==> config.mk <==
export PLATFORM = sky130hd
export DESIGN_NAME = tt16_queue
export DESIGN_NICKNAME = d
export VERILOG_FILES = /design/src/hdl/tt16_pkg.sv /design/src/hdl/tt16_queue.sv
export SDC_FILE = /design/constraint.sdc
export NUM_CORES = 1
export LEC_CHECK = 0
export ABC_AREA = 1
export ABC_CLOCK_PERIOD_IN_PS = 2360
export BUFFER_PORTS_ARGS = -buffer_cell sky130_fd_sc_hd__buf_2
export CAP_MARGIN = 20
export CORE_UTILIZATION = 42
export CTS_BUF_LIST = sky130_fd_sc_hd__clkbuf_16
export CTS_CLUSTER_SIZE = 16
export DETAILED_ROUTE_END_ITERATION = 8
export PLACE_DENSITY = 0.66
export SYNTH_ARGS = -nofsm -noshare
export SYNTH_HDL_FRONTEND = slang
export SYNTH_SLANG_ARGS = --single-unit
==> constraint.sdc <==
create_clock -name clk -period 2.36 [get_ports clk]
set_input_delay 0.354 -clock clk [delete_from_list [all_inputs] [get_ports clk]]
set_output_delay 0.354 -clock clk [all_outputs]
set_load 0.01 [all_outputs]
==> src/hdl/tt16_pkg.sv <==
`timescale 1ns / 1ps
// shared types, constants and tables for the token text to utf16 block
// used by tt16_front, tt16_queue, tt16_back and token_text_to_utf16
package tt16_pkg;

  localparam int unsigned MaxPendingSpaces = 255;
  localparam logic [7:0] SpaceCap = 8'(MaxPendingSpaces > 255 ? 255 : MaxPendingSpaces);
  localparam int unsigned QueueDepth = 2;

  typedef enum logic [2:0] {
    KIND_NONE,
    KIND_CHAR,
    KIND_TOKEN
  } kind_t;

  typedef struct packed {
    kind_t       kind;
    logic [15:0] code_unit;
    logic [6:0]  token_index;
    logic        final_byte;
  } work_t;

  typedef struct packed {
    logic [7:0]  spaces_before;
    logic [15:0] code_unit;
    logic        has_char;
    logic        end_of_text;
  } result_t;

  function automatic logic [15:0] block_glyph(input logic [3:0] idx);
    logic [15:0] g;
    begin
      case (idx)
        4'h0: g = 16'h0020;
        4'h1: g = 16'h259d;
        4'h2: g = 16'h2598;
        4'h3: g = 16'h2580;
        4'h4: g = 16'h2597;
        4'h5: g = 16'h2590;
        4'h6: g = 16'h259a;
        4'h7: g = 16'h259c;
        4'h8: g = 16'h2596;
        4'h9: g = 16'h259e;
        4'ha: g = 16'h258c;
        4'hb: g = 16'h259b;
        4'hc: g = 16'h2584;
        4'hd: g = 16'h259f;
        4'he: g = 16'h2599;
        default: g = 16'h2588;
      endcase
      return g;
    end
  endfunction

  // keyword text, 9 chars, first char in the top byte, zero padded
  function automatic logic [71:0] keyword_text(input logic [6:0] idx);
    logic [71:0] t;
    begin
      case (idx)
        7'd0: t = {"RND", 48'h0};
        7'd1: t = {"INKEY$", 24'h0};
        7'd2: t = {"PI", 56'h0};
        7'd3: t = {"FN", 56'h0};
        7'd4: t = {"POINT", 32'h0};
        7'd5: t = {"SCREEN$", 16'h0};
        7'd6: t = {"ATTR", 40'h0};
        7'd7: t = {"AT", 56'h0};
        7'd8: t = {"TAB", 48'h0};
        7'd9: t = {"VAL$", 40'h0};
        7'd10: t = {"CODE", 40'h0};
        7'd11: t = {"VAL", 48'h0};
        7'd12: t = {"LEN", 48'h0};
        7'd13: t = {"SIN", 48'h0};
        7'd14: t = {"COS", 48'h0};
        7'd15: t = {"TAN", 48'h0};
        7'd16: t = {"ASN", 48'h0};
        7'd17: t = {"ACS", 48'h0};
        7'd18: t = {"ATN", 48'h0};
        7'd19: t = {"LN", 56'h0};
        7'd20: t = {"EXP", 48'h0};
        7'd21: t = {"INT", 48'h0};
        7'd22: t = {"SQR", 48'h0};
        7'd23: t = {"SGN", 48'h0};
        7'd24: t = {"ABS", 48'h0};
        7'd25: t = {"PEEK", 40'h0};
        7'd26: t = {"IN", 56'h0};
        7'd27: t = {"USR", 48'h0};
        7'd28: t = {"STR$", 40'h0};
        7'd29: t = {"CHR$", 40'h0};
        7'd30: t = {"NOT", 48'h0};
        7'd31: t = {"BIN", 48'h0};
        7'd32: t = {"OR", 56'h0};
        7'd33: t = {"AND", 48'h0};
        7'd34: t = {"<=", 56'h0};
        7'd35: t = {">=", 56'h0};
        7'd36: t = {"<>", 56'h0};
        7'd37: t = {"LINE", 40'h0};
        7'd38: t = {"THEN", 40'h0};
        7'd39: t = {"TO", 56'h0};
        7'd40: t = {"STEP", 40'h0};
        7'd41: t = {"DEF FN", 24'h0};
        7'd42: t = {"CAT", 48'h0};
        7'd43: t = {"FORMAT", 24'h0};
        7'd44: t = {"MOVE", 40'h0};
        7'd45: t = {"ERASE", 32'h0};
        7'd46: t = {"OPEN #", 24'h0};
        7'd47: t = {"CLOSE #", 16'h0};
        7'd48: t = {"MERGE", 32'h0};
        7'd49: t = {"VERIFY", 24'h0};
        7'd50: t = {"BEEP", 40'h0};
        7'd51: t = {"CIRCLE", 24'h0};
        7'd52: t = {"INK", 48'h0};
        7'd53: t = {"PAPER", 32'h0};
        7'd54: t = {"FLASH", 32'h0};
        7'd55: t = {"BRIGHT", 24'h0};
        7'd56: t = {"INVERSE", 16'h0};
        7'd57: t = {"OVER", 40'h0};
        7'd58: t = {"OUT", 48'h0};
        7'd59: t = {"LPRINT", 24'h0};
        7'd60: t = {"LLIST", 32'h0};
        7'd61: t = {"STOP", 40'h0};
        7'd62: t = {"READ", 40'h0};
        7'd63: t = {"DATA", 40'h0};
        7'd64: t = {"RESTORE", 16'h0};
        7'd65: t = {"NEW", 48'h0};
        7'd66: t = {"BORDER", 24'h0};
        7'd67: t = {"CONTINUE", 8'h0};
        7'd68: t = {"DIM", 48'h0};
        7'd69: t = {"REM", 48'h0};
        7'd70: t = {"FOR", 48'h0};
        7'd71: t = {"GO TO", 32'h0};
        7'd72: t = {"GO SUB", 24'h0};
        7'd73: t = {"INPUT", 32'h0};
        7'd74: t = {"LOAD", 40'h0};
        7'd75: t = {"LIST", 40'h0};
        7'd76: t = {"LET", 48'h0};
        7'd77: t = {"PAUSE", 32'h0};
        7'd78: t = {"NEXT", 40'h0};
        7'd79: t = {"POKE", 40'h0};
        7'd80: t = {"PRINT", 32'h0};
        7'd81: t = {"PLOT", 40'h0};
        7'd82: t = {"RUN", 48'h0};
        7'd83: t = {"SAVE", 40'h0};
        7'd84: t = {"RANDOMIZE"};
        7'd85: t = {"IF", 56'h0};
        7'd86: t = {"CLS", 48'h0};
        7'd87: t = {"DRAW", 40'h0};
        7'd88: t = {"CLEAR", 32'h0};
        7'd89: t = {"RETURN", 24'h0};
        default: t = {"COPY", 40'h0};
      endcase
      return t;
    end
  endfunction

endpackage

==> src/hdl/tt16_queue.sv <==
`timescale 1ns / 1ps
// short fifo of classified words between front and back end
// depends on tt16_pkg
module tt16_queue (
  input  logic            clk,
  input  logic            rst,
  input  tt16_pkg::work_t wr_data,
  input  logic            wr_valid,
  output logic            wr_ready,
  output tt16_pkg::work_t rd_data,
  output logic            rd_valid,
  input  logic            rd_ready
);

  localparam int unsigned AddrW = $clog2(tt16_pkg::QueueDepth);

  tt16_pkg::work_t slots [tt16_pkg::QueueDepth];
  logic [AddrW-1:0] wr_ptr;
  logic [AddrW-1:0] rd_ptr;
  logic [AddrW:0]   count;
  logic             push;
  logic             pop;

  assign wr_ready = count != (AddrW+1)'(tt16_pkg::QueueDepth);
  assign rd_valid = count != '0;
  assign rd_data  = slots[rd_ptr];
  assign push     = wr_valid && wr_ready;
  assign pop      = rd_valid && rd_ready;

  always_ff @(posedge clk) begin
    if (push) begin
      slots[wr_ptr] <= wr_data;
    end
  end

  always_ff @(posedge clk) begin
    if (rst) begin
      wr_ptr <= '0;
      rd_ptr <= '0;
      count  <= '0;
    end else begin
      if (push) begin
        wr_ptr <= (wr_ptr == AddrW'(tt16_pkg::QueueDepth - 1)) ? '0 : wr_ptr + 1'b1;
      end
      if (pop) begin
        rd_ptr <= (rd_ptr == AddrW'(tt16_pkg::QueueDepth - 1)) ? '0 : rd_ptr + 1'b1;
      end
      count <= count + (AddrW+1)'(push) - (AddrW+1)'(pop);
    end
  end

  assert property (@(posedge clk) disable iff (rst)
    count <= (AddrW+1)'(tt16_pkg::QueueDepth))
    else $error("queue count overflow");
  assert property (@(posedge clk) disable iff (rst)
    (count == '0 && !push) |=> !rd_valid)
    else $error("queue shows data while empty");
  assert property (@(posedge clk) disable iff (rst)
    (push && !pop) |=> count == $past(count) + 1'b1)
    else $error("queue count missed a push");

endmodule

After elaboration in Yosys (flattened, before gate mapping)
Memories as Yosys holds them, arrays and structs flattened. A register that Yosys moved wholly into a read port is not among the register bits.
Index checks and enable logic that the tools add are counted.
{"block": "classes", "eq_ne": 1, "reduce_logical": 3, "add_sub_neg": 4, "n_mux": 6}
{"op": "$mux W1", "count": 6}
{"op": "$add A1 B1 Y1 const B", "count": 2}
{"op": "$add A2 B1 Y2", "count": 1}
{"op": "$logic_and A1 B1 Y1", "count": 2}
{"op": "$ne A2 B2 Y1 const B", "count": 1}
{"op": "$reduce_bool A2 Y1", "count": 1}
{"op": "$sub A2 B1 Y2", "count": 1}
{"block": "totals", "n_memories": 1, "ff_bits": 4, "mem_bits_rw": 54}
{"memory": "slots", "depth": 2, "width": 27, "read_ports": 1, "rd_ports_with_merged_regs": 1, "wr": 1, "line": "tt16_queue.sv:17", "source": "tt16_pkg::work_t slots [tt16_pkg::QueueDepth];"}

Depth between registers and ports, before layout
{"block": "depth", "ltp_word": 4, "mapped_depth": 11, "mapped_depth_nobuf": 11}

Worst setup path before layout
Ideal clock, no wire load.
{"block": "synth_path", "kind": "register to register", "from": "register count[0]", "to": "memory slots[0][0] in the netlist's numbering, enable pin", "setup_ns": 0.411, "arrival_time_ns": 1.784, "slack_ns": 0.165, "required_time_ns": 1.949, "path_buffers": 0, "path_stages_with_launch": 5, "period_less_slack_ns": 2.195, "cell_sequence": "dfxtp_1 inv_1 nand2_1 nand2_2 nor2_1"}
{"block": "synth_between", "elab_chain_len": 4}
{"element": "start: declaration", "line": "tt16_queue.sv:20", "source": "logic [AddrW:0] count;"}
{"element": "start signal: assignment", "line": "tt16_queue.sv:48", "source": "count <= count + (AddrW+1)'(push) - (AddrW+1)'(pop);"}
{"element": "$ne A2 B2 Y1", "line": "tt16_queue.sv:24", "source": "assign wr_ready = count != (AddrW+1)'(tt16_pkg::QueueDepth);"}
{"element": "net wr_ready", "line": "tt16_queue.sv:9", "source": "output logic wr_ready,"}
{"element": "$logic_and A1 B1 Y1", "line": "tt16_queue.sv:27", "source": "assign push = wr_valid && wr_ready;"}
{"element": "$mux W1", "line": "tt16_queue.sv:31", "source": "if (push) begin"}
{"element": "$mux W1 (implied by the code)", "line": "tt16_queue.sv:32", "source": "slots[wr_ptr] <= wr_data;"}
{"element": "end: declaration", "line": "tt16_queue.sv:17"}
The timed path passes the listed nets, and every way through them passes these cells.

==> results by stage <==
Worst setup path:
- The worst setup path is launched from a register.
- The critical path class is reg -> out.
- The worst setup path is captured at an output port.
- At the worst endpoint, the required time is 2010 ps.
- In this run the worst path has a maximum fanout of 16.
- For the worst setup path, the data arrival time is around 1500 ps.

Routing:
- The post-detailed-routing wire length is approximately 3500 um.
- The total iterations of the first detailed-routing run is 4.
- The total vias in the final route is 1212.
- The count of nets left with antenna violations once routing finished came out at 0.
- In this run, the number of DRC markers left after iteration 0 of detailed routing was 60.
- The DRC violation count after routing is 0.
- In the routed layout, each cell is associated on average with a via count of about 4.6.
- The mean routed wirelength per cell is ~13 um.

CTS:
- The maximum clock path buffer count is 2.
- The hold buffer count at cts is 0.
- The depth of the CTS H-tree is 3.
- In this run, post-CTS repair resized a total of 0 instances.
- In this run the post-CTS setup repair buffer count came out at 0.
- The clock-pin transition on the worst setup and hold timing paths is 50 ps.
- The clock latency of the later-clocked register in the worst-skew pair is about 310 ps.
- The clock tree from TritonCTS is built.
- The number of buffers created by CTS is 9.
- In this run the clock root is driven by a clkbuf_16.
- The CTS sink count is 59.

Die:
- The site row count is 26.
- The height of the die is 75.9 um.
- The core outline area is 5170 sq um.
- The floorplan step defined a die boundary enclosing 5760 sq um.
- Once the floorplan was initialized, standard cells occupied 44.4% of the core.
- The count of boundary I/O pins is 60.
- The die is between 70 and 80 um wide.

STA:
- Measured against its own limit, the worst slew margin works out to 76.3%.
- The number of max-slew violations in the final report is 0.
- Setup repair after global routing left no endpoint under its margin.
- Setup total negative slack on the finished layout was measured at 0 ps.
- The number of hold violations in the final report came to 0.
- For the pin with the worst max-slew slack, the measured transition is 355 ps.
- The final period utilization is between 80 and 90%.
- The final-report setup violation count is 0.
- The maximum operating frequency is 528 MHz.
- The worst path in the final design needs a cycle of 1890 ps, including I/O delays and setup.
- The clock skew is 3.22 ps.

Cells and area:
- The repair_antennas step left the layout with diodes totalling 0.
- The growth of design area from synthesis to finish is 28.8%.
- Cells fill between 50% and 60% of the core in the end.
- The post-layout net count is 224.
- The post-route netlist has 54.6% of its cells at a drive strength greater than 1.

Run status:
- The flow ran to the end, and the final reports show no timing, DRC or antenna violations.

Power and ir drop:
- The worst-case IR drop observed on VDD is 0.000690 V.
- The leakage power of the design is 1.20 nW.
- Dividing total power by cell area gives a power density of 1150 nW/um^2.

Synthesis:
- Summing the sequential cell areas from Yosys gives approximately 75% of the chip area.
- The number of nets produced by synthesis is 152.
- The summed instance area of the synthesized netlist is around 2300 sq um.
- The netlist uses 16 different library cells.
- The synthesized netlist cell count is 120.
- In this run the mean area of a mapped cell was 19.1 sq um.
- In this run, synthesis produced a sequential element count of 59.
- The Yosys warning count is 0.

GRT:
- The number of antenna violations at the first check in global routing was 0.
- Entering global routing, the biggest net connects 17 pins.
- The number of global-route vias before repair is 1242.
- The global-route usage over all layers is 13.6%.
- Summed over all layers, the global routing overflow is 0.
- The first global-routing pass estimated 5790 um of wire.

Flow run:
- The tool flagged a number of max-cap violations equal to 0.

Worst hold path:
- The type of the tightest min-delay check is in -> reg.

Placed design:
- Input and output buffers added on the ports amount to 59.
- Routability-driven placement finished with a final weighted congestion of 0.662.
- Detailed placement finished with a half-perimeter wire length of 2520 um.
worst paths after layout:
path,slack [ps],cells past startpoint,startpoint,to
max reg2reg,950,11,count[0],count[1]
min reg2reg,510,2,rd_ptr,register
max,470,3,register,rd_data[9]
min,230,1,wr_data[4],slots[0][4]
area by class of cell:
class | instances | area [sq um]
multi-input combinational | 50 | 494
fill | 410 | 2220
clock inverter | 6 | 50.0
tap | 70 | 87.6
timing repair buffer | 64 | 345
sequential | 59 | 1720
inverter | 8 | 30.0
clock buffer | 9 | 225
layer usage:
metal	global-route usage [%]	part of all wire (%)	vias up
li1	-	-	585
met4	8.08	1.5	0
met1	14.7	39	575
met3	5.78	6.9	7
met5	0	0	-
met2	22.4	52	45
sequential cells by signal (all words and copies together) (netlist names), named ones only:
signal / count
count: 2
rd_ptr: 1
slots: 54
wr_ptr: 1
layout by cell type (no fill, tap or decap):
master	synthesis	routed
clkinv_2	0	1
buf_2	0	59
mux2_2	7	7
buf_4	0	4
bufinv_16	0	1
clkbuf_16	0	9
clkinv_1	0	2
inv_1	8	10
xnor2_1	1	1
edfxtp_1	54	54
buf_12	2	1
nor2_2	2	3
a21oi_1	2	2
nand3_1	1	1
dfxtp_1	5	4
dfxtp_2	0	1
nor2_1	7	6
mux2_4	20	20
nor3_1	1	1
nand2_1	7	7
nand2_2	1	1
ha_1	1	1
cells by family after synthesis:
| family | count (synthesis) | share of synthesized area (%) |
|---|---|---|
| buffers and inverters | 11 | 3.54 |
| XOR/XNOR | 1 | 0.382 |
| multiplexers | 27 | 16.5 |
| flip-flops | 59 | 75.0 |
| AO/OA/AOI/OAI | 2 | 0.436 |
| adder cells (fa/ha/maj) | 1 | 0.545 |
| AND/OR/NAND/NOR | 19 | 3.54 |
report_power, final:
group	internal, mW	switching (mW)
sequential	1.33	0.0799
combinational	0.414	0.388
clock	0.789	0.379
critical path, cell delays in order (launching register included):
cell     delay, ps
dfxtp_2        540
buf_12         230
mux2_4         310
buf_2          140
stage by stage:
step                area (sq um)  std cells  power, mW  hold WS (ps)  setup WS, ps
floorplan                   2290        120       2.00           425           165
global placement            2680        251       2.22           485           813
detailed placement          2680        251       2.25           488           781
CTS                         2960        266       3.44           222           443
global route                2960        266       3.57           218           396
finish                      2960        266       3.38           233           467
synthesized netlist by cell type, drive strengths merged:
| cell type | number | share of area, % |
|---|---|---|
| buf | 3 | 2.2 |
| nand3 | 1 | 0.22 |
| ha | 1 | 0.55 |
| xnor2 | 1 | 0.38 |
| nor3 | 1 | 0.22 |
| dfxtp | 5 | 4.4 |
| a21oi | 2 | 0.44 |
| edfxtp | 54 | 71 |
| nand2 | 8 | 1.4 |
| inv | 8 | 1.3 |
| nor2 | 9 | 1.7 |
| mux2 | 27 | 17 |
(Power assumes the default switching activity.)
