## src/hdl/tt16_pkg.sv

```systemverilog
`timescale 1ns / 1ps
// shared types, constants and tables for the token text to utf16 block
// used by tt16_front, tt16_queue, tt16_back and token_text_to_utf16
package tt16_pkg;

  localparam int unsigned MaxPendingSpaces = 255;
  localparam logic [7:0] SpaceCap = 8'(MaxPendingSpaces > 255 ? 255 : MaxPendingSpaces);
  localparam int unsigned QueueDepth = 2;

  typedef enum logic [2:0] {
    KIND_NONE,
    KIND_CHAR,
    KIND_TOKEN
  } kind_t;

  typedef struct packed {
    kind_t       kind;
    logic [15:0] code_unit;
    logic [6:0]  token_index;
    logic        final_byte;
  } work_t;

  typedef struct packed {
    logic [7:0]  spaces_before;
    logic [15:0] code_unit;
    logic        has_char;
    logic        end_of_text;
  } result_t;

  function automatic logic [15:0] block_glyph(input logic [3:0] idx);
    logic [15:0] g;
    begin
      case (idx)
        4'h0: g = 16'h0020;
        4'h1: g = 16'h259d;
        4'h2: g = 16'h2598;
        4'h3: g = 16'h2580;
        4'h4: g = 16'h2597;
        4'h5: g = 16'h2590;
        4'h6: g = 16'h259a;
        4'h7: g = 16'h259c;
        4'h8: g = 16'h2596;
        4'h9: g = 16'h259e;
        4'ha: g = 16'h258c;
        4'hb: g = 16'h259b;
        4'hc: g = 16'h2584;
        4'hd: g = 16'h259f;
        4'he: g = 16'h2599;
        default: g = 16'h2588;
      endcase
      return g;
    end
  endfunction

  // keyword text, 9 chars, first char in the top byte, zero padded
  function automatic logic [71:0] keyword_text(input logic [6:0] idx);
    logic [71:0] t;
    begin
      case (idx)
        7'd0: t = {"RND", 48'h0};
        7'd1: t = {"INKEY$", 24'h0};
        7'd2: t = {"PI", 56'h0};
        7'd3: t = {"FN", 56'h0};
        7'd4: t = {"POINT", 32'h0};
        7'd5: t = {"SCREEN$", 16'h0};
        7'd6: t = {"ATTR", 40'h0};
        7'd7: t = {"AT", 56'h0};
        7'd8: t = {"TAB", 48'h0};
        7'd9: t = {"VAL$", 40'h0};
        7'd10: t = {"CODE", 40'h0};
        7'd11: t = {"VAL", 48'h0};
        7'd12: t = {"LEN", 48'h0};
        7'd13: t = {"SIN", 48'h0};
        7'd14: t = {"COS", 48'h0};
        7'd15: t = {"TAN", 48'h0};
        7'd16: t = {"ASN", 48'h0};
        7'd17: t = {"ACS", 48'h0};
        7'd18: t = {"ATN", 48'h0};
        7'd19: t = {"LN", 56'h0};
        7'd20: t = {"EXP", 48'h0};
        7'd21: t = {"INT", 48'h0};
        7'd22: t = {"SQR", 48'h0};
        7'd23: t = {"SGN", 48'h0};
        7'd24: t = {"ABS", 48'h0};
        7'd25: t = {"PEEK", 40'h0};
        7'd26: t = {"IN", 56'h0};
        7'd27: t = {"USR", 48'h0};
        7'd28: t = {"STR$", 40'h0};
        7'd29: t = {"CHR$", 40'h0};
        7'd30: t = {"NOT", 48'h0};
        7'd31: t = {"BIN", 48'h0};
        7'd32: t = {"OR", 56'h0};
        7'd33: t = {"AND", 48'h0};
        7'd34: t = {"<=", 56'h0};
        7'd35: t = {">=", 56'h0};
        7'd36: t = {"<>", 56'h0};
        7'd37: t = {"LINE", 40'h0};
        7'd38: t = {"THEN", 40'h0};
        7'd39: t = {"TO", 56'h0};
        7'd40: t = {"STEP", 40'h0};
        7'd41: t = {"DEF FN", 24'h0};
        7'd42: t = {"CAT", 48'h0};
        7'd43: t = {"FORMAT", 24'h0};
        7'd44: t = {"MOVE", 40'h0};
        7'd45: t = {"ERASE", 32'h0};
        7'd46: t = {"OPEN #", 24'h0};
        7'd47: t = {"CLOSE #", 16'h0};
        7'd48: t = {"MERGE", 32'h0};
        7'd49: t = {"VERIFY", 24'h0};
        7'd50: t = {"BEEP", 40'h0};
        7'd51: t = {"CIRCLE", 24'h0};
        7'd52: t = {"INK", 48'h0};
        7'd53: t = {"PAPER", 32'h0};
        7'd54: t = {"FLASH", 32'h0};
        7'd55: t = {"BRIGHT", 24'h0};
        7'd56: t = {"INVERSE", 16'h0};
        7'd57: t = {"OVER", 40'h0};
        7'd58: t = {"OUT", 48'h0};
        7'd59: t = {"LPRINT", 24'h0};
        7'd60: t = {"LLIST", 32'h0};
        7'd61: t = {"STOP", 40'h0};
        7'd62: t = {"READ", 40'h0};
        7'd63: t = {"DATA", 40'h0};
        7'd64: t = {"RESTORE", 16'h0};
        7'd65: t = {"NEW", 48'h0};
        7'd66: t = {"BORDER", 24'h0};
        7'd67: t = {"CONTINUE", 8'h0};
        7'd68: t = {"DIM", 48'h0};
        7'd69: t = {"REM", 48'h0};
        7'd70: t = {"FOR", 48'h0};
        7'd71: t = {"GO TO", 32'h0};
        7'd72: t = {"GO SUB", 24'h0};
        7'd73: t = {"INPUT", 32'h0};
        7'd74: t = {"LOAD", 40'h0};
        7'd75: t = {"LIST", 40'h0};
        7'd76: t = {"LET", 48'h0};
        7'd77: t = {"PAUSE", 32'h0};
        7'd78: t = {"NEXT", 40'h0};
        7'd79: t = {"POKE", 40'h0};
        7'd80: t = {"PRINT", 32'h0};
        7'd81: t = {"PLOT", 40'h0};
        7'd82: t = {"RUN", 48'h0};
        7'd83: t = {"SAVE", 40'h0};
        7'd84: t = {"RANDOMIZE"};
        7'd85: t = {"IF", 56'h0};
        7'd86: t = {"CLS", 48'h0};
        7'd87: t = {"DRAW", 40'h0};
        7'd88: t = {"CLEAR", 32'h0};
        7'd89: t = {"RETURN", 24'h0};
        default: t = {"COPY", 40'h0};
      endcase
      return t;
    end
  endfunction

endpackage

```

## src/hdl/tt16_front.sv

```systemverilog
`timescale 1ns / 1ps
// front end: accepts text bytes, drops control codes and their arguments,
// maps single characters and classifies tokens; depends on tt16_pkg
module tt16_front (
  input  logic            clk,
  input  logic            rst,
  input  logic [7:0]      text_byte,
  input  logic            final_byte,
  input  logic            in_valid,
  output logic            in_ready,
  output tt16_pkg::work_t work,
  output logic            work_valid,
  input  logic            work_ready
);

  logic [1:0] bytes_to_skip;
  logic [1:0] bytes_to_skip_next;
  logic       take;

  assign in_ready   = work_ready;
  assign work_valid = in_valid;
  assign take       = in_valid && work_ready;

  always_comb begin
    work = '0;
    work.kind = tt16_pkg::KIND_NONE;
    work.final_byte = final_byte;
    work.token_index = 7'(8'(text_byte - 8'ha5));
    bytes_to_skip_next = bytes_to_skip;
    if (bytes_to_skip != 2'd0) begin
      bytes_to_skip_next = bytes_to_skip - 2'd1;
    end else if (text_byte < 8'h20) begin
      if (text_byte >= 8'h10 && text_byte <= 8'h15) begin
        bytes_to_skip_next = 2'd1;
      end else if (text_byte == 8'h16 || text_byte == 8'h17) begin
        bytes_to_skip_next = 2'd2;
      end
    end else if (text_byte < 8'h80) begin
      work.kind = tt16_pkg::KIND_CHAR;
      case (text_byte)
        8'h5e: work.code_unit = 16'h2191;
        8'h60: work.code_unit = 16'h00a3;
        8'h7f: work.code_unit = 16'h00a9;
        default: work.code_unit = {8'h00, text_byte};
      endcase
    end else if (text_byte < 8'h90) begin
      work.kind = tt16_pkg::KIND_CHAR;
      work.code_unit = tt16_pkg::block_glyph(text_byte[3:0]);
    end else if (text_byte < 8'ha5) begin
      work.kind = tt16_pkg::KIND_CHAR;
      work.code_unit = 16'h25a9;
    end else begin
      work.kind = tt16_pkg::KIND_TOKEN;
    end
    if (final_byte) begin
      bytes_to_skip_next = 2'd0;
    end
  end

  always_ff @(posedge clk) begin
    if (rst) begin
      bytes_to_skip <= 2'd0;
    end else if (take) begin
      bytes_to_skip <= bytes_to_skip_next;
    end
  end

endmodule

```

## config.mk

```make
export PLATFORM = sky130hd
export DESIGN_NAME = tt16_front
export DESIGN_NICKNAME = d
export VERILOG_FILES = /design/src/hdl/tt16_pkg.sv /design/src/hdl/tt16_front.sv
export SDC_FILE = /design/constraint.sdc
export NUM_CORES = 1
export LEC_CHECK = 0
export ABC_AREA = 1
export BUFFER_PORTS_ARGS = -buffer_cell sky130_fd_sc_hd__buf_2
export CORE_MARGIN = 2
export CORE_UTILIZATION = 52
export CTS_BUF_LIST = sky130_fd_sc_hd__clkbuf_2 sky130_fd_sc_hd__clkbuf_4 sky130_fd_sc_hd__clkbuf_8
export DETAILED_ROUTE_END_ITERATION = 12
export GPL_ROUTABILITY_DRIVEN = 0
export GPL_TIMING_DRIVEN = 0
export PLACE_DENSITY_LB_ADDON = 0.1
export SYNTH_ARGS = -nofsm -noshare
export SYNTH_HDL_FRONTEND = slang
export SYNTH_SLANG_ARGS = --single-unit
```

## constraint.sdc

```tcl
create_clock -name clk -period 2.1 [get_ports clk]
set_clock_uncertainty 0.1 [all_clocks]
set_input_delay 0.105 -clock clk [delete_from_list [all_inputs] [get_ports clk]]
set_output_delay 0.105 -clock clk [all_outputs]
set_load 0.05 [all_outputs]
```

# Yosys cells after proc, flatten, opt, wreduce, memory -nomap -nowiden
# Memories as Yosys holds them, arrays and structs flattened.
# Cells that the tools add are included.
dict set report op_classes {
  add_sub_neg 2
  n_lt_le_gt_ge 6
  n_eq_ne 5
  n_mux 12
  n_reduce_logical 7
}
# op count
set ops {}
lappend ops {{$mux W18} 4}
lappend ops {{$pmux W14 S3} 1}
lappend ops {{$eq A8 B7 Y1 const B} 3}
lappend ops {{$lt A8 B8 Y1 const B} 3}
lappend ops {{$eq A8 B5 Y1 const B} 2}
lappend ops {{$mux W14} 1}
lappend ops {{$mux W2} 6}
lappend ops {{$ge A8 B5 Y1 const B} 1}
lappend ops {{$le A8 B5 Y1 const B} 1}
lappend ops {{$lt A8 B6 Y1 const B} 1}
lappend ops {{$sub A7 B6 Y7 const B} 1}
lappend ops {{$reduce_bool A4 Y1} 1}
lappend ops {{$reduce_and A3 Y1} 1}
lappend ops {{$reduce_bool A3 Y1} 1}
lappend ops {{$logic_and A1 B1 Y1} 2}
lappend ops {{$reduce_bool A2 Y1} 1}
lappend ops {{$sub A2 B1 Y2 const B} 1}
lappend ops {{$logic_or A1 B1 Y1} 1}
dict set report word_totals {
  ff_bits 2
  romBits 160
  word_cells 34
  memories 1
}
# name depth width read_ports rd_clocked_by_memory_dff write_ports line
set mem_list {}
lappend mem_list {{(no name shown)} 16 10 1 0 0 tt16_pkg.sv:33} ;# case (idx)

# Logic depth before layout (Yosys ltp)
dict set report depth {
  ltp_word 7
  mapped_depth 11
  depth_no_buf 10
}

# Worst setup path after synthesis
# Ideal clock, no wire load.
dict set report synth_timing {
  path_kind {in2out}
  from {input text_byte[0]}
  to {output work[13] (netlist name)}
  arrival_time_ns 2.348
  t_required_ns 1.895
  path_slack_ns -0.453
  path_stages 10
  n_path_buf 0
  path_cell_list {inv_1 -> ha_1 -> inv_1 -> nand2_1 -> nand3_1 -> nand2_1 -> nand2_1 -> nand3_1 -> nand2_1 -> nor3_1}
}
# element line
set synth_rtl {}
lappend synth_rtl {{from (decl)} tt16_front.sv:7} ;# input logic [7:0] text_byte,
lappend synth_rtl {{to (decl)} tt16_front.sv:11} ;# output tt16_pkg::work_t work,

==> results.rst <==
.. list-table::
   :header-rows: 1

   * - Metric
     - Value
   * - Run status
     - complete, no violations
   * - Path type of the worst min-delay path
     - in -> reg
   * - Largest register FFs
     - 2
   * - Crit path arrival time
     - 1.72 ns
   * - Maximum clock insertion buffer count
     - 2
   * - Number of nets in the finished design
     - 234
   * - Storage element area
     - 40.0 um^2
   * - Post-CTS clock slew at the launch and capture registers of the worst setup and hold paths
     - 0.03 ns
   * - Setup repair after global routing missed its margin
     - no
   * - Number of cell instances on the worst register-to-register path
     - 6
   * - Peak supply drop
     - 0.000380 V
   * - Post-DRT Antenna Nets
     - 0
   * - Vias in the first global route
     - 971
   * - Global-route wire length before repair
     - 3.84 mm
   * - Origin of the critical flop-to-flop path
     - bytes_to_skip[0]
   * - Internal reg-to-reg setup slack
     - 0.74 ns
   * - # diodes
     - 0
   * - Remaining routing DRC violations
     - 0
   * - Top fanout value on the critical path
     - 5
   * - Clock tree from TritonCTS
     - done
   * - Largest registers
     - bytes_to_skip: 2 flops
   * - Final critical-path share of the clock period
     - 91.5%
   * - I/O Buffers
     - 34
   * - Sinks on the clock net
     - 2
   * - Non-filler instance count after layout
     - 226
   * - Total length of routed wires
     - 2.43 mm
   * - DIE AREA
     - 0.00209 mm^2
   * - Power per Cell Area
     - 464 mW/mm^2
   * - Post-synthesis cell area
     - 903 um^2
   * - Count of standard-cell rows
     - 15
   * - Chip height
     - 45.7 um
   * - Initial antenna violation count
     - 0
   * - Count of TritonRoute iterations in the first routing pass
     - 4
   * - Max Slew Vio Count
     - 0
   * - Root buffer cell
     - clkbuf_4
   * - Level count of the clock H-tree
     - 1
   * - DRC marker count from the first detailed-route iteration
     - 19
   * - Synthesized instance count
     - 166
   * - Ports
     - 42
   * - Via total after detailed routing
     - 1163
   * - Multi-input gate area in the final layout
     - 742 um^2
   * - Count of flip-flops with a built-in enable after synthesis
     - 0
   * - Source-to-sink clock delay at the later pin of the worst-skew pair
     - 0.22 ns
   * - F_max
     - 0.520 GHz
   * - Fill count
     - 158
   * - Detail Placement HPWL
     - 2.00 mm
   * - Avg Vias per Cell
     - 5.15
   * - Yosys Warn Count
     - 0
   * - Post-synthesis sequential area ratio
     - 4.43%
   * - Source of the critical timing path
     - bytes_to_skip[0]
   * - Primary FF master, synth
     - dfxtp_1
   * - Placed Cells
     - 222
   * - Relative area change from synthesis to final layout
     - 32.5%
   * - Reg-to-reg endpoint
     - bytes_to_skip[0]
   * - All-layer global routing usage
     - 24.9%
   * - Final design utilization
     - 71.7%
   * - Final-layout worst hold slack
     - 0.178 ns
   * - Clock buffer count from CTS
     - 3
   * - Post-route minimum period
     - 1.92 ns
   * - Number of distinct library cells after synthesis
     - 23
   * - Number of failing hold endpoints at the final stage
     - 0
   * - GR Overflow Total
     - 0
   * - Startpoint class of the critical path
     - register
   * - Crit path to
     - work[21]
   * - Setup-violating endpoint count in the final report
     - 0
   * - Share of post-route cells with drive strength above 1
     - 34.0%
   * - Type of the setup path with the least slack
     - reg -> out
   * - Kind of capture point of the worst setup path
     - output pin
   * - Width of the chip
     - 45.7 um
   * - Proportion of synthesized flip-flops having asynchronous set or reset
     - 0%
   * - Seq cells post-synth
     - 2
   * - Maximum number of pins on one net before global-route repair
     - 11
   * - Placeable core region
     - 0.00167 mm^2
   * - Initial Utilization
     - 54.1%
   * - Routed length per placed instance
     - 10.8 um
   * - Average cell area after synthesis
     - 5.44 um^2
   * - Total power consumption of the routed design
     - 556 uW
   * - Data required time at the worst endpoint
     - 1.89 ns
   * - Reported max-cap violation count
     - 0
   * - Leak pwr
     - 0.000708 uW
   * - Largest Register
     - bytes_to_skip
cell usage after synthesis (2+ instances only):
library cell	number	area, um^2
a21oi_1	11	55.1
a31oi_1	3	18.8
buf_4	13	97.6
dfxtp_1	2	40.0
ha_1	10	125
inv_1	20	75.1
inv_2	4	15.0
nand2_1	38	143
nand3_1	19	95.1
nand3_2	3	30.0
nand4_1	2	12.5
nor2_1	17	63.8
nor3_1	7	35.0
o21ai_0	7	35.0
o21ai_1	2	10.0
cells by family after synthesis:
| family | after synthesis | share of synthesized area, % |
|---|---|---|
| compound gates | 24 | 14.0 |
| xor+xnor | 1 | 0.970 |
| other cells | 1 | 0.415 |
| simple gates | 90 | 45.2 |
| flops | 2 | 4.43 |
| buf+inv | 38 | 21.2 |
| fa+ha+maj | 10 | 13.9 |
cell type report:
class | count | area share (%)
plain buffers | 14 | 8.46
clock buffers | 3 | 1.88
inverters | 24 | 7.52
multi-input cells | 131 | 62.0
flip-flops and latches | 2 | 3.34
well taps | 17 | 1.78
repair buffers | 35 | 15.0
worst min path at each step:
stage                from          endpoint  slack, ns  depth (start not counted)
3_3_place_gp          rst  bytes_to_skip[1]       0.18                          2
4_1_cts        final_byte  bytes_to_skip[0]       0.17                          6
6_report       final_byte  bytes_to_skip[0]       0.18                          6
5_1_grt        final_byte  bytes_to_skip[0]       0.21                          6
3_5_place_dp          rst  bytes_to_skip[1]       0.19                          2
2_1_floorplan         rst  bytes_to_skip[1]       0.08                          1
cells in the final DEF, fill, tap and decap left out, drive strengths merged, types with 3 or more instances in the layout:
cell	Yosys	layout
a21oi	11	11
a31oi	3	3
buf	13	47
clkbuf	1	4
conb	1	6
ha	10	10
inv	24	24
nand2	39	39
nand3	22	22
nor2	18	18
nor3	8	8
o21ai	9	9
through the flow:
step                      setup WS (ns)  TNS, ns  area [um^2]
after floorplan                  -0.102   -0.130          968
after global placement           0.0671        0         1160
after detailed placement         0.0482        0         1160
after CTS                        0.0375        0         1190
after global routing             0.0116        0         1200
final                             0.178        0         1200
worst max-delay path: stages (launching register included):
cell and delay (ns):
dfxtp_1 0.33, nor2_1 0.20, o21ai_1 0.22, inv_1 0.20
nand2_1 0.09, nor2_2 0.10, buf_4 0.11, buf_2 0.24
power by group:
| part | internal [uW] | switching [uW] |
|---|---|---|
| Sequential | 41.0 | 2.24 |
| Combinational | 109 | 318 |
| Clock | 63.1 | 22.7 |
| Total | 213 | 343 |
layer usage:
metal | GRT usage [%] | vias to the layer above | wire length, um
met5 | 0 | - | 0
met4 | 12.4 | 0 | 27
met3 | 2.78 | 4 | 128
met2 | 42.0 | 48 | 1190
met1 | 30.9 | 505 | 1090
li1 | - | 606 | -
timing repair:
| item | 4_1_cts | 5_1_grt |
|---|---|---|
| endpoints found under the hold margin | 1 | 0 |
| hold buffers | 1 | 0 |
| gates resized for setup | 0 | 3 |
| endpoints found under the setup margin | 0 | 3 |
| setup buffers | 0 | 0 |
Note: power is estimated with default switching activity, not from simulation.
